**src/design/ttcw_pkg.sv**
```systemverilog
// ttcw_pkg: types, character codes, register indexes and reset values
// for the text terminal character writer. No dependencies.
`default_nettype none

package ttcw_pkg;

    localparam logic [7:0] CH_BS    = 8'd8;
    localparam logic [7:0] CH_TAB   = 8'd9;
    localparam logic [7:0] CH_LF    = 8'd10;
    localparam logic [7:0] CH_CR    = 8'd13;
    localparam logic [7:0] CH_ESC   = 8'd27;
    localparam logic [7:0] CH_SPACE = 8'd32;
    localparam logic [7:0] CH_TILDE = 8'd126;
    localparam logic [7:0] CH_DEL   = 8'd127;
    localparam logic [7:0] CH_UP    = 8'h57;   // 'W'
    localparam logic [7:0] CH_LEFT  = 8'h41;   // 'A'
    localparam logic [7:0] CH_RIGHT = 8'h44;   // 'D'
    localparam logic [7:0] CH_DOWN  = 8'h53;   // 'S'
    localparam logic [3:0] TAB_STEP = 4'd4;

    localparam int CFG_IDX_W  = 2;
    localparam int CFG_DATA_W = 16;

    localparam logic [CFG_IDX_W-1:0] CFG_NUM_COLUMNS    = 2'd0;
    localparam logic [CFG_IDX_W-1:0] CFG_NUM_LINES      = 2'd1;
    localparam logic [CFG_IDX_W-1:0] CFG_TEXT_ATTRIBUTE = 2'd2;
    localparam logic [CFG_IDX_W-1:0] CFG_BLANK_CELL     = 2'd3;

    localparam logic [7:0]  RST_COLUMNS = 8'd80;
    localparam logic [6:0]  RST_LINES   = 7'd25;
    localparam logic [7:0]  RST_ATTR    = 8'h07;
    localparam logic [15:0] RST_BLANK   = 16'd1824;

    typedef struct packed {
        logic [8:0]  cols;
        logic [7:0]  lines;
        logic [7:0]  attr;
        logic [15:0] blank;
    } geom_t;

    typedef struct packed {
        logic        cell_write;
        logic [12:0] cell_index;
        logic [15:0] cell_word;
        logic [7:0]  cursor_column;
        logic [5:0]  cursor_line;
        logic [12:0] cursor_index;
    } result_t;

    function automatic logic [8:0] clamp_cols(input logic [7:0] raw, input int unsigned max);
        logic [8:0] lim;
        lim = 9'(max);
        if (raw == 8'd0)
            return 9'd1;
        else if ({1'b0, raw} > lim)
            return lim;
        else
            return {1'b0, raw};
    endfunction

    function automatic logic [7:0] clamp_lines(input logic [6:0] raw, input int unsigned max);
        logic [7:0] lim;
        lim = 8'(max);
        if (raw == 7'd0)
            return 8'd1;
        else if ({1'b0, raw} > lim)
            return lim;
        else
            return {1'b0, raw};
    endfunction

endpackage

`default_nettype wire

```
**src/design/ttcw_if.sv**
```systemverilog
// ttcw_if: character, result and register write channels.
// Depends on ttcw_pkg for the result payload and register widths.
`default_nettype none

interface ttcw_char_if;
    logic       valid;
    logic       ready;
    logic [7:0] ch;

    modport source (output valid, output ch, input ready);
    modport sink   (input valid, input ch, output ready);
endinterface

interface ttcw_res_if;
    logic              valid;
    logic              ready;
    ttcw_pkg::result_t data;

    modport source (output valid, output data, input ready);
    modport sink   (input valid, input data, output ready);
endinterface

interface ttcw_cfg_if;
    logic                              valid;
    logic                              ready;
    logic [ttcw_pkg::CFG_IDX_W-1:0]    index;
    logic [ttcw_pkg::CFG_DATA_W-1:0]   data;

    modport source (output valid, output index, output data, input ready);
    modport sink   (input valid, input index, input data, output ready);
endinterface

`default_nettype wire

```
**src/design/ttcw_cfg.sv**
```systemverilog
// ttcw_cfg: geometry and attribute registers, geometry held clamped.
// Depends on ttcw_pkg.
`default_nettype none

module ttcw_cfg #(
    parameter int MAX_COLUMNS = 128,
    parameter int MAX_LINES   = 64
) (
    input  wire logic                             clk,
    input  wire logic                             rst_n,
    input  wire logic                             wr_valid,
    output logic                                  wr_ready,
    input  wire logic [ttcw_pkg::CFG_IDX_W-1:0]   wr_index,
    input  wire logic [ttcw_pkg::CFG_DATA_W-1:0]  wr_data,
    output ttcw_pkg::geom_t                       geom
);
    import ttcw_pkg::*;

    logic [8:0]  cols_reg;
    logic [7:0]  lines_reg;
    logic [7:0]  attr_reg;
    logic [15:0] blank_reg;

    assign wr_ready = 1'b1;

    always_ff @(posedge clk or negedge rst_n)
    begin
        if (!rst_n)
        begin
            cols_reg  <= clamp_cols(RST_COLUMNS, MAX_COLUMNS);
            lines_reg <= clamp_lines(RST_LINES, MAX_LINES);
            attr_reg  <= RST_ATTR;
            blank_reg <= RST_BLANK;
        end
        else if (wr_valid)
        begin
            unique case (wr_index)
                CFG_NUM_COLUMNS:    cols_reg  <= clamp_cols(wr_data[7:0], MAX_COLUMNS);
                CFG_NUM_LINES:      lines_reg <= clamp_lines(wr_data[6:0], MAX_LINES);
                CFG_TEXT_ATTRIBUTE: attr_reg  <= wr_data[7:0];
                CFG_BLANK_CELL:     blank_reg <= wr_data;
            endcase
        end
    end

    assign geom = '{cols: cols_reg, lines: lines_reg, attr: attr_reg, blank: blank_reg};

endmodule

`default_nettype wire

```
**src/design/ttcw_cursor.sv**
```systemverilog
// ttcw_cursor: cursor and escape state, character decode and cell index.
// Depends on ttcw_pkg.
`default_nettype none

module ttcw_cursor #(
    parameter int MAX_COLUMNS = 128,
    parameter int MAX_LINES   = 64
) (
    input  wire logic              clk,
    input  wire logic              rst_n,
    input  wire logic              accept,
    input  wire logic [7:0]        ch,
    input  wire ttcw_pkg::geom_t   geom,
    output ttcw_pkg::result_t      result
);
    import ttcw_pkg::*;

    localparam int COL_W  = $clog2(MAX_COLUMNS + 1);
    localparam int LINE_W = $clog2(MAX_LINES);

    logic [COL_W-1:0]  column_reg, column_next;
    logic [LINE_W-1:0] line_reg, line_next;
    logic              escape_pending_reg, escape_pending_next;

    logic [9:0]  col_x, cols_x, col_n_x, tab_x, tab_wrap_x;
    logic [7:0]  line_x, line_n_x, down_x;
    logic        wr, prt;
    logic [15:0] word;
    logic [15:0] prod;
    logic [12:0] cur_idx;

    always_comb
    begin
        col_x      = 10'(column_reg);
        cols_x     = 10'(geom.cols);
        line_x     = 8'(line_reg);
        down_x     = (line_x + 8'd1 < geom.lines) ? line_x + 8'd1 : line_x;
        tab_x      = col_x + 10'(TAB_STEP);
        tab_wrap_x = tab_x - cols_x;

        col_n_x             = col_x;
        line_n_x            = line_x;
        escape_pending_next = 1'b0;
        wr                  = 1'b0;
        prt                 = 1'b0;
        word                = '0;

        if (escape_pending_reg)
        begin
            unique case (ch)
                CH_UP:
                    if (line_x != 8'd0)
                        line_n_x = line_x - 8'd1;
                CH_LEFT:
                    if (col_x != 10'd0)
                        col_n_x = col_x - 10'd1;
                CH_RIGHT:
                    if (col_x + 10'd1 < cols_x)
                        col_n_x = col_x + 10'd1;
                CH_DOWN:
                    line_n_x = down_x;
                default: ;
            endcase
        end
        else
        begin
            unique case (ch) inside
                CH_ESC:
                    escape_pending_next = 1'b1;
                [CH_SPACE:CH_TILDE]:
                begin
                    // wrap before the write when at or past the margin
                    if (col_x >= cols_x)
                    begin
                        col_n_x  = 10'd1;
                        line_n_x = down_x;
                    end
                    else
                        col_n_x = col_x + 10'd1;
                    wr   = 1'b1;
                    prt  = 1'b1;
                    word = {geom.attr, ch};
                end
                CH_BS, CH_DEL:
                    if (col_x != 10'd0)
                    begin
                        col_n_x = col_x - 10'd1;
                        wr      = 1'b1;
                        word    = geom.blank;
                    end
                CH_TAB:
                    if (tab_x > cols_x)
                    begin
                        col_n_x  = (tab_wrap_x > cols_x) ? 10'd0 : tab_wrap_x;
                        line_n_x = down_x;
                    end
                    else
                        col_n_x = tab_x;
                CH_LF:
                begin
                    col_n_x  = 10'd0;
                    line_n_x = down_x;
                end
                CH_CR:
                    col_n_x = 10'd0;
                default: ;
            endcase
        end

        column_next = COL_W'(col_n_x);
        line_next   = LINE_W'(line_n_x);

        prod    = 16'(line_n_x) * 16'(geom.cols) + 16'(col_n_x);
        cur_idx = prod[12:0];

        // a printed cell sits one left of the cursor that follows it
        result.cell_write    = wr;
        result.cell_index    = wr ? (prt ? cur_idx - 13'd1 : cur_idx) : 13'd0;
        result.cell_word     = word;
        result.cursor_column = 8'(col_n_x);
        result.cursor_line   = 6'(line_n_x);
        result.cursor_index  = cur_idx;
    end

    always_ff @(posedge clk or negedge rst_n)
    begin
        if (!rst_n)
        begin
            column_reg         <= '0;
            line_reg           <= '0;
            escape_pending_reg <= 1'b0;
        end
        else if (accept)
        begin
            column_reg         <= column_next;
            line_reg           <= line_next;
            escape_pending_reg <= escape_pending_next;
        end
    end

endmodule

`default_nettype wire

```
**src/design/ttcw_out_buf.sv**
```systemverilog
// ttcw_out_buf: result register with a skid entry behind it.
// Depends on ttcw_pkg.
`default_nettype none

module ttcw_out_buf (
    input  wire logic               clk,
    input  wire logic               rst_n,
    input  wire logic               push,
    input  wire ttcw_pkg::result_t  din,
    output logic                    in_ready,
    output logic                    out_valid,
    input  wire logic               out_ready,
    output ttcw_pkg::result_t       dout
);
    import ttcw_pkg::*;

    logic    main_valid_reg, skid_valid_reg;
    result_t main_data_reg, skid_data_reg;
    logic    load;

    assign load      = !main_valid_reg || out_ready;
    assign in_ready  = !skid_valid_reg;
    assign out_valid = main_valid_reg;
    assign dout      = main_data_reg;

    always_ff @(posedge clk or negedge rst_n)
    begin
        if (!rst_n)
        begin
            main_valid_reg <= 1'b0;
            skid_valid_reg <= 1'b0;
        end
        else if (load)
        begin
            main_valid_reg <= skid_valid_reg || push;
            skid_valid_reg <= 1'b0;
        end
        else if (push)
            skid_valid_reg <= 1'b1;
    end

    always_ff @(posedge clk)
    begin
        if (load)
            main_data_reg <= skid_valid_reg ? skid_data_reg : din;
        if (push && !load)
            skid_data_reg <= din;
    end

endmodule

`default_nettype wire

```
**src/design/text_terminal_char_writer_top.sv**
```systemverilog
// text_terminal_char_writer_top: cursor engine of a text-mode console.
// Depends on ttcw_pkg, ttcw_if, ttcw_cfg, ttcw_cursor, ttcw_out_buf.
// A result is registered, into the skid entry while the output stalls.
// Throughput: one character per cycle while the skid entry is empty, with a
// combinational cursor update and one index multiply; a two-deep buffer absorbs stalls.
// Reset: cursor at row 0 column 0, no escape, registers at their defaults.
`default_nettype none

module text_terminal_char_writer_top #(
    parameter int MAX_COLUMNS = 128,
    parameter int MAX_LINES   = 64
) (
    input  wire logic         clk,
    input  wire logic         rst_n,
    ttcw_char_if.sink         chars,
    ttcw_res_if.source        results,
    ttcw_cfg_if.sink          cfg
);
    import ttcw_pkg::*;

    geom_t   geom;
    result_t step_res;
    logic    in_ready;
    logic    accept;

    assign chars.ready = in_ready;
    assign accept      = chars.valid && in_ready;

    ttcw_cfg #(
        .MAX_COLUMNS (MAX_COLUMNS),
        .MAX_LINES   (MAX_LINES)
    ) u_cfg (
        .clk      (clk),
        .rst_n    (rst_n),
        .wr_valid (cfg.valid),
        .wr_ready (cfg.ready),
        .wr_index (cfg.index),
        .wr_data  (cfg.data),
        .geom     (geom)
    );

    ttcw_cursor #(
        .MAX_COLUMNS (MAX_COLUMNS),
        .MAX_LINES   (MAX_LINES)
    ) u_cursor (
        .clk    (clk),
        .rst_n  (rst_n),
        .accept (accept),
        .ch     (chars.ch),
        .geom   (geom),
        .result (step_res)
    );

    ttcw_out_buf u_out_buf (
        .clk       (clk),
        .rst_n     (rst_n),
        .push      (accept),
        .din       (step_res),
        .in_ready  (in_ready),
        .out_valid (results.valid),
        .out_ready (results.ready),
        .dout      (results.data)
    );

endmodule

`default_nettype wire

```
**src/flat_wrapper.sv**
```systemverilog
// flat-port wrapper written by rule: the top's interface ports become plain ports
module text_terminal_char_writer_top_flat import ttcw_pkg::*;
#(
    parameter int MAX_COLUMNS = 128,
    parameter int MAX_LINES   = 64
)
  (clk, rst_n, chars_valid, chars_ch, chars_ready, results_valid, results_data, results_ready, cfg_valid, cfg_index, cfg_data, cfg_ready);
  ttcw_char_if chars_i ();
  ttcw_res_if results_i ();
  ttcw_cfg_if cfg_i ();
  input  wire logic clk;
  input  wire logic rst_n;
  input wire logic [$bits(chars_i.valid)-1:0] chars_valid;
  input wire logic [$bits(chars_i.ch)-1:0] chars_ch;
  output wire logic [$bits(chars_i.ready)-1:0] chars_ready;
  output wire logic [$bits(results_i.valid)-1:0] results_valid;
  output wire logic [$bits(results_i.data)-1:0] results_data;
  input wire logic [$bits(results_i.ready)-1:0] results_ready;
  input wire logic [$bits(cfg_i.valid)-1:0] cfg_valid;
  input wire logic [$bits(cfg_i.index)-1:0] cfg_index;
  input wire logic [$bits(cfg_i.data)-1:0] cfg_data;
  output wire logic [$bits(cfg_i.ready)-1:0] cfg_ready;
  assign chars_i.valid = chars_valid;
  assign chars_i.ch = chars_ch;
  assign chars_ready = chars_i.ready;
  assign results_valid = results_i.valid;
  assign results_data = results_i.data;
  assign results_i.ready = results_ready;
  assign cfg_i.valid = cfg_valid;
  assign cfg_i.index = cfg_index;
  assign cfg_i.data = cfg_data;
  assign cfg_ready = cfg_i.ready;
  text_terminal_char_writer_top #(.MAX_COLUMNS(MAX_COLUMNS), .MAX_LINES(MAX_LINES)) u_core (.clk(clk), .rst_n(rst_n), .chars(chars_i), .results(results_i), .cfg(cfg_i));
endmodule
```
**config.mk**
```make
export PLATFORM = sky130hd
export DESIGN_NAME = text_terminal_char_writer_top_flat
export DESIGN_NICKNAME = d
export VERILOG_FILES = /design/src/design/ttcw_pkg.sv /design/src/design/ttcw_if.sv /design/src/design/ttcw_cfg.sv /design/src/design/ttcw_cursor.sv /design/src/design/ttcw_out_buf.sv /design/src/design/text_terminal_char_writer_top.sv /design/src/flat_wrapper.sv
export SDC_FILE = /design/constraint.sdc
export NUM_CORES = 1
export LEC_CHECK = 0
export BUFFER_PORTS_ARGS = -buffer_cell sky130_fd_sc_hd__buf_2
export CAP_MARGIN = 40
export CORE_MARGIN = 2
export CORE_UTILIZATION = 30
export CTS_BUF_LIST = sky130_fd_sc_hd__clkbuf_8
export DETAILED_ROUTE_END_ITERATION = 10
export HOLD_SLACK_MARGIN = 0.05
export REMOVE_ABC_BUFFERS = 1
export SKIP_CTS_REPAIR_TIMING = 1
export SLEW_MARGIN = 25
export SYNTH_ARGS = -nofsm -noshare
export SYNTH_HDL_FRONTEND = slang
export SYNTH_SLANG_ARGS = --single-unit
export TNS_END_PERCENT = 5
```
**constraint.sdc**
```tcl
create_clock -name clk -period 15.4 [get_ports clk]
set_input_delay 3.08 -clock clk [delete_from_list [all_inputs] [get_ports clk]]
set_output_delay 3.08 -clock clk [all_outputs]
set_load 0.05 [all_outputs]
```
* Word-level counts from Yosys, hierarchy flattened *
Index checks and enable logic that the tools add are counted.
W data, S select, Z words.

word-level totals
  bits in registers = 172
  bits of input ports = 31
  output and inout bits = 60
  word-level logic and storage cells = 106

cells by class
  add/sub/neg operators = 8
  $mul = 1
  magnitude comparators = 9
  equal/unequal tests = 13
  mux-type cells = 34
  reduce and logical (&&, ||, !) cells = 20

operators by type and width
  operator                 count
  $mux W57                 1
  $mux W8                  7
  $eq A8 B7 Y1 const B     5
  $mux W10                 4
  $pmux W10 S4             1
  $eq A8 B4 Y1 const B     4
  $mux W16                 2
  $pmux W16 S2             1
  $mux W13                 2
  $pmux W8 S3              1
  $pmux W10 S2             1
  $mux W9                  2
  $pmux W8 S2              1
  $mux W7                  2
  $add A13 B10 Y13         1
  $mul A8 B9 Y13           1
  $sub A13 B1 Y13 const B  1
  $gt A10 B9 Y1            1
  $lt A10 B9 Y1            1
  $sub A9 B9 Y10           1
  $add A8 B1 Y9 const B    1
  $add A8 B3 Y9 const B    1
  $ge A8 B9 Y1             1
  $gt A9 B9 Y1             1
  other kinds (24)         41

* Logic depth before layout (Yosys ltp) *
  word-level depth = 12
  gate-level depth with buffers = 36
  depth with buffers taken out = 36

* Cells and area by module *
A second synthesis with hierarchy kept.

second synthesis, totals
  cells, all modules = 1,193
  area total of the unflattened synthesis = 12,241.7 µm²

modules (own cells, without submodules)
  module                         times used  cells an instance  area an instance (µm²)  seq. area each (µm²)
  ttcw_cursor                    1           881                6,398.6                 375.4
  ttcw_out_buf                   1           187                4,227.8                 3,473.3
  ttcw_cfg                       1           124                1,609.0                 991.0
  text_terminal_char_writer_top  1           1                  6.3                     0.0

* Least setup slack after synthesis *
Ideal clock, no wire load.

  kind = input port to flip-flop
  start = in chars_ch[5]
  end = reg u_core.u_out_buf.main_data_reg (netlist bit u_core.u_out_buf.dout[55]) (data pin)
  setup time = 0.258 ns
  arrival time = 9.185 ns
  data required time = 15.142 ns
  slack = 5.957 ns
  stages = 28
  buffers on the path = 1
  path through = or4_4 -> or2_2 -> a21o_1 -> o211ai_1 -> nand2_1 -> o311ai_0 -> o41ai_1 -> a31oi_1 -> buf_2 -> nor2_1 -> fa_1 -> inv_1 -> fa_1 -> inv_1 -> fa_1 -> inv_1 -> fa_1 -> inv_1 -> ha_1 -> o21a_1 -> o21a_1 -> a21oi_1 -> o21ai_0 -> xnor2_1 -> xnor2_1 -> xnor2_2 -> xnor2_1 -> o31ai_2

RTL lines
  element                 line                source
  start: declaration      flat_wrapper.sv:14  input wire logic [$bits(chars_i.ch)-1:0] chars_ch;
  end signal: assignment  ttcw_out_buf.sv:45  main_data_reg <= skid_valid_reg ? skid_data_reg : din;
  end: declaration        ttcw_out_buf.sv:18  result_t main_data_reg, skid_data_reg;

==> results.txt <==
Status = completed
Fillers = 3971
Asr flop ratio synth = 32.9%
Detailed-route via count = 9281
Largest stage delay on the critical path = 0.55 ns
Number of synthesized register bits = 170
Ratio of cells with drive above 1 in the final layout = 17.9%
Initial antenna violation count = 0
Critical Path Start Type = input port
Power Dens Cells = 151 nW/um^2
CP required = 15.62 ns
Hold WS = 0.483 ns
Maximum buffer depth of the clock tree = 2
Max-slew headroom = 43.0%
Worst skew pair latency = 0.48 ns
Nets = 1431
Vias per inst = 5.11
Crit path max-delay cell type = or4_4
FP Rows = 72
Ant diodes = 0
DRC = 0
H-tree levels = 4
Slew @ Worst Pin = 0.848 ns
Final WS setup = 5.49 ns
Vias in the first global route = 9206
DPL Wire Length = 24300 microns
Starting density of the core = 30.5%
Syn Inst Count = 1208
Hold Vio Cnt, Final = 0
Main synth FF type = edfxtp_1
Mapped Area = 11900 sq um
DP Area = 12900 sq um
Multi-input gate area = 6320 sq um
VDD IR max = 0.0529 mV
Die width = 203 microns
Fmax = 0.101 GHz
Synth top area share = 28.8%
Clock slew at reported path FFs = 0.09 ns
Largest net degree at the start of global routing = 86
Capturing element type of the critical path = register
Clock skew = 0.0150 ns
Area Growth Syn to Fin = 12.4%
Design Area, Final = 13400 sq um
Mean post-synth cell area = 9.84 sq um
Input/output buffers = 89
WL per Instance = 18.3 microns
Die area = 41200 sq um
DRT iter0 DRCs = 757
Top post-synthesis cells by area = edfxtp_1 29%, dfrtp_1 9.3%, fa_1 7.6%
Final slew viol count = 0
Power, Total = 2.02 mW
Clock Sinks = 170
Core area = 38900 sq um
Crit path max fanout = 11
CTS root buf = clkbuf_8
Synth unique cells = 79
Cts bufs inserted = 17
# setup viols final = 0
Gp weighted congestion = 0.980
EDFF count, synth = 114
Pre-CTS WS = 5.01 ns
Post-synthesis sequential area ratio = 40.7%
Sequential Area = 4840 sq um
IO Count = 91
Max Cap Violations = 0
Synth area leader = edfxtp_1
Hold WC Path Type = register to register
Ys Warns = 0
Final period util = 64.4%
Pre-antenna DRT Iters = 8
Critical path arrival = 10.14 ns
CTS tree = done
Final min period = 9.91 ns
Final ANT Viol Nets = 0
Die Y = 203 microns
RSZ-0062 raised after global routing = no
Critical path class = input port to register
Setup TNS = 0 ns
First-pass GRT wire length = 52600 microns
GRT Overall Usage = 16.5%
Routed WL = 33200 microns
Leak pwr = 5.46 nW
Overflow after GRT = 0
-- routing by layer --
metal,routed length (microns),global-route usage [%],share of wire [%],vias up
li1,-,-,-,4391
met1,16000,24.0,48,4546
met2,14400,24.8,43,308
met3,2300,3.79,6.9,36
met4,451,3.86,1.4,0
met5,0,0,0,-
-- layout make-up --
| type | count | share of cell area (%) |
|---|---|---|
| Clock buffer | 19 | 1.96 |
| Clock inverter | 13 | 0.862 |
| Inverter | 121 | 3.40 |
| Multi-Input combinational cell | 858 | 47.3 |
| Sequential cell | 170 | 36.2 |
| Tap cell | 518 | 4.85 |
| Timing Repair Buffer | 117 | 5.34 |
-- synth_stat cells, drive strengths merged (5+ instances only) --
cell type    n
a31oi        5
nor4         7
o211ai       9
or2          7
nand3       28
a22oi       15
a21oi       56
fa          45
o21a        13
clkbuf      43
o31ai       34
nor2        87
edfxtp     114
o21ai       67
dfrtp       44
buf         17
dfstp       12
xnor2       33
xor2        17
and3        11
and2        19
nand2b      21
a21o         7
mux2        41
inv        121
a211oi       6
or3          6
ha          70
nand4       13
nor2b       12
nand2      144
or4          5
nor3        15
-- placed cells by master, fill, tap and decap left out, types with 8 or more instances in the layout --
master / Yosys / routed
nor2b_1: 12 / 12
clkbuf_8: 0 / 19
a22oi_1: 15 / 15
nand2b_1: 21 / 20
o21a_1: 13 / 13
a21oi_1: 56 / 56
nor3_1: 14 / 14
mux2_2: 41 / 41
dfrtp_1: 44 / 43
nand3_1: 27 / 27
dfstp_2: 12 / 12
nand2_1: 143 / 143
and3_1: 8 / 8
buf_4: 4 / 16
nand4_1: 13 / 13
o21ai_0: 65 / 62
nor2_1: 86 / 85
fa_1: 45 / 45
buf_2: 5 / 93
edfxtp_1: 114 / 114
o211ai_1: 9 / 9
xnor2_1: 32 / 32
o31ai_1: 33 / 33
inv_1: 121 / 121
and2_1: 18 / 18
ha_1: 70 / 70
xor2_1: 17 / 17
-- kinds of logic (layout without fill, tap and decap cells) --
group / Yosys count / in the layout / share of synthesized area, %
xor+xnor: 50 / 50 / 3.75
flops: 170 / 170 / 40.7
buf+inv: 181 / 270 / 6.27
other cells: 1 / 2 / 0.0315
mux: 44 / 44 / 4.14
simple gates: 391 / 391 / 16.0
compound gates: 256 / 256 / 14.1
fa+ha+maj: 115 / 115 / 14.9
-- through the flow --
stage	utilization, %	std cells
after floorplan	-	1149
after global placement	32.9	1770
after detailed placement	33.1	1778
after CTS	34.1	1810
after global routing	34.3	1816
final	34.3	1816
-- final timing paths --
kind,depth (start not counted),slack (ns),end,startpoint
setup / recovery,29,5.49,u_core.u_out_buf.dout[55],chars_ch[2]
hold / removal,2,0.48,u_core.u_cfg.lines_reg[0],u_core.u_cfg.lines_reg[0]
setup reg to reg,33,5.78,u_core.u_out_buf.dout[55],u_core.u_cursor.column_reg[2]
hold reg to reg,2,0.48,u_core.u_cfg.lines_reg[0],u_core.u_cfg.lines_reg[0]
max in group asynchronous,3,12.36,u_core.u_cfg.cols_reg[6],rst_n
min in group asynchronous,2,2.50,u_core.u_cfg.blank_reg[13],rst_n
-- critical path, delay by kind of cell --
family,cells,cell delay [ns]
buf+inv,6,0.66
xor+xnor,4,0.76
compound gates,10,2.03
fa+ha+maj,5,2.39
simple gates,4,1.20
-- power breakdown --
group          total (mW)  internal, mW  switching, mW
clock network       0.312         0.137          0.175
registers           0.681         0.611         0.0698
logic                1.03         0.352          0.677
Power figures use the tool's default switching activity.
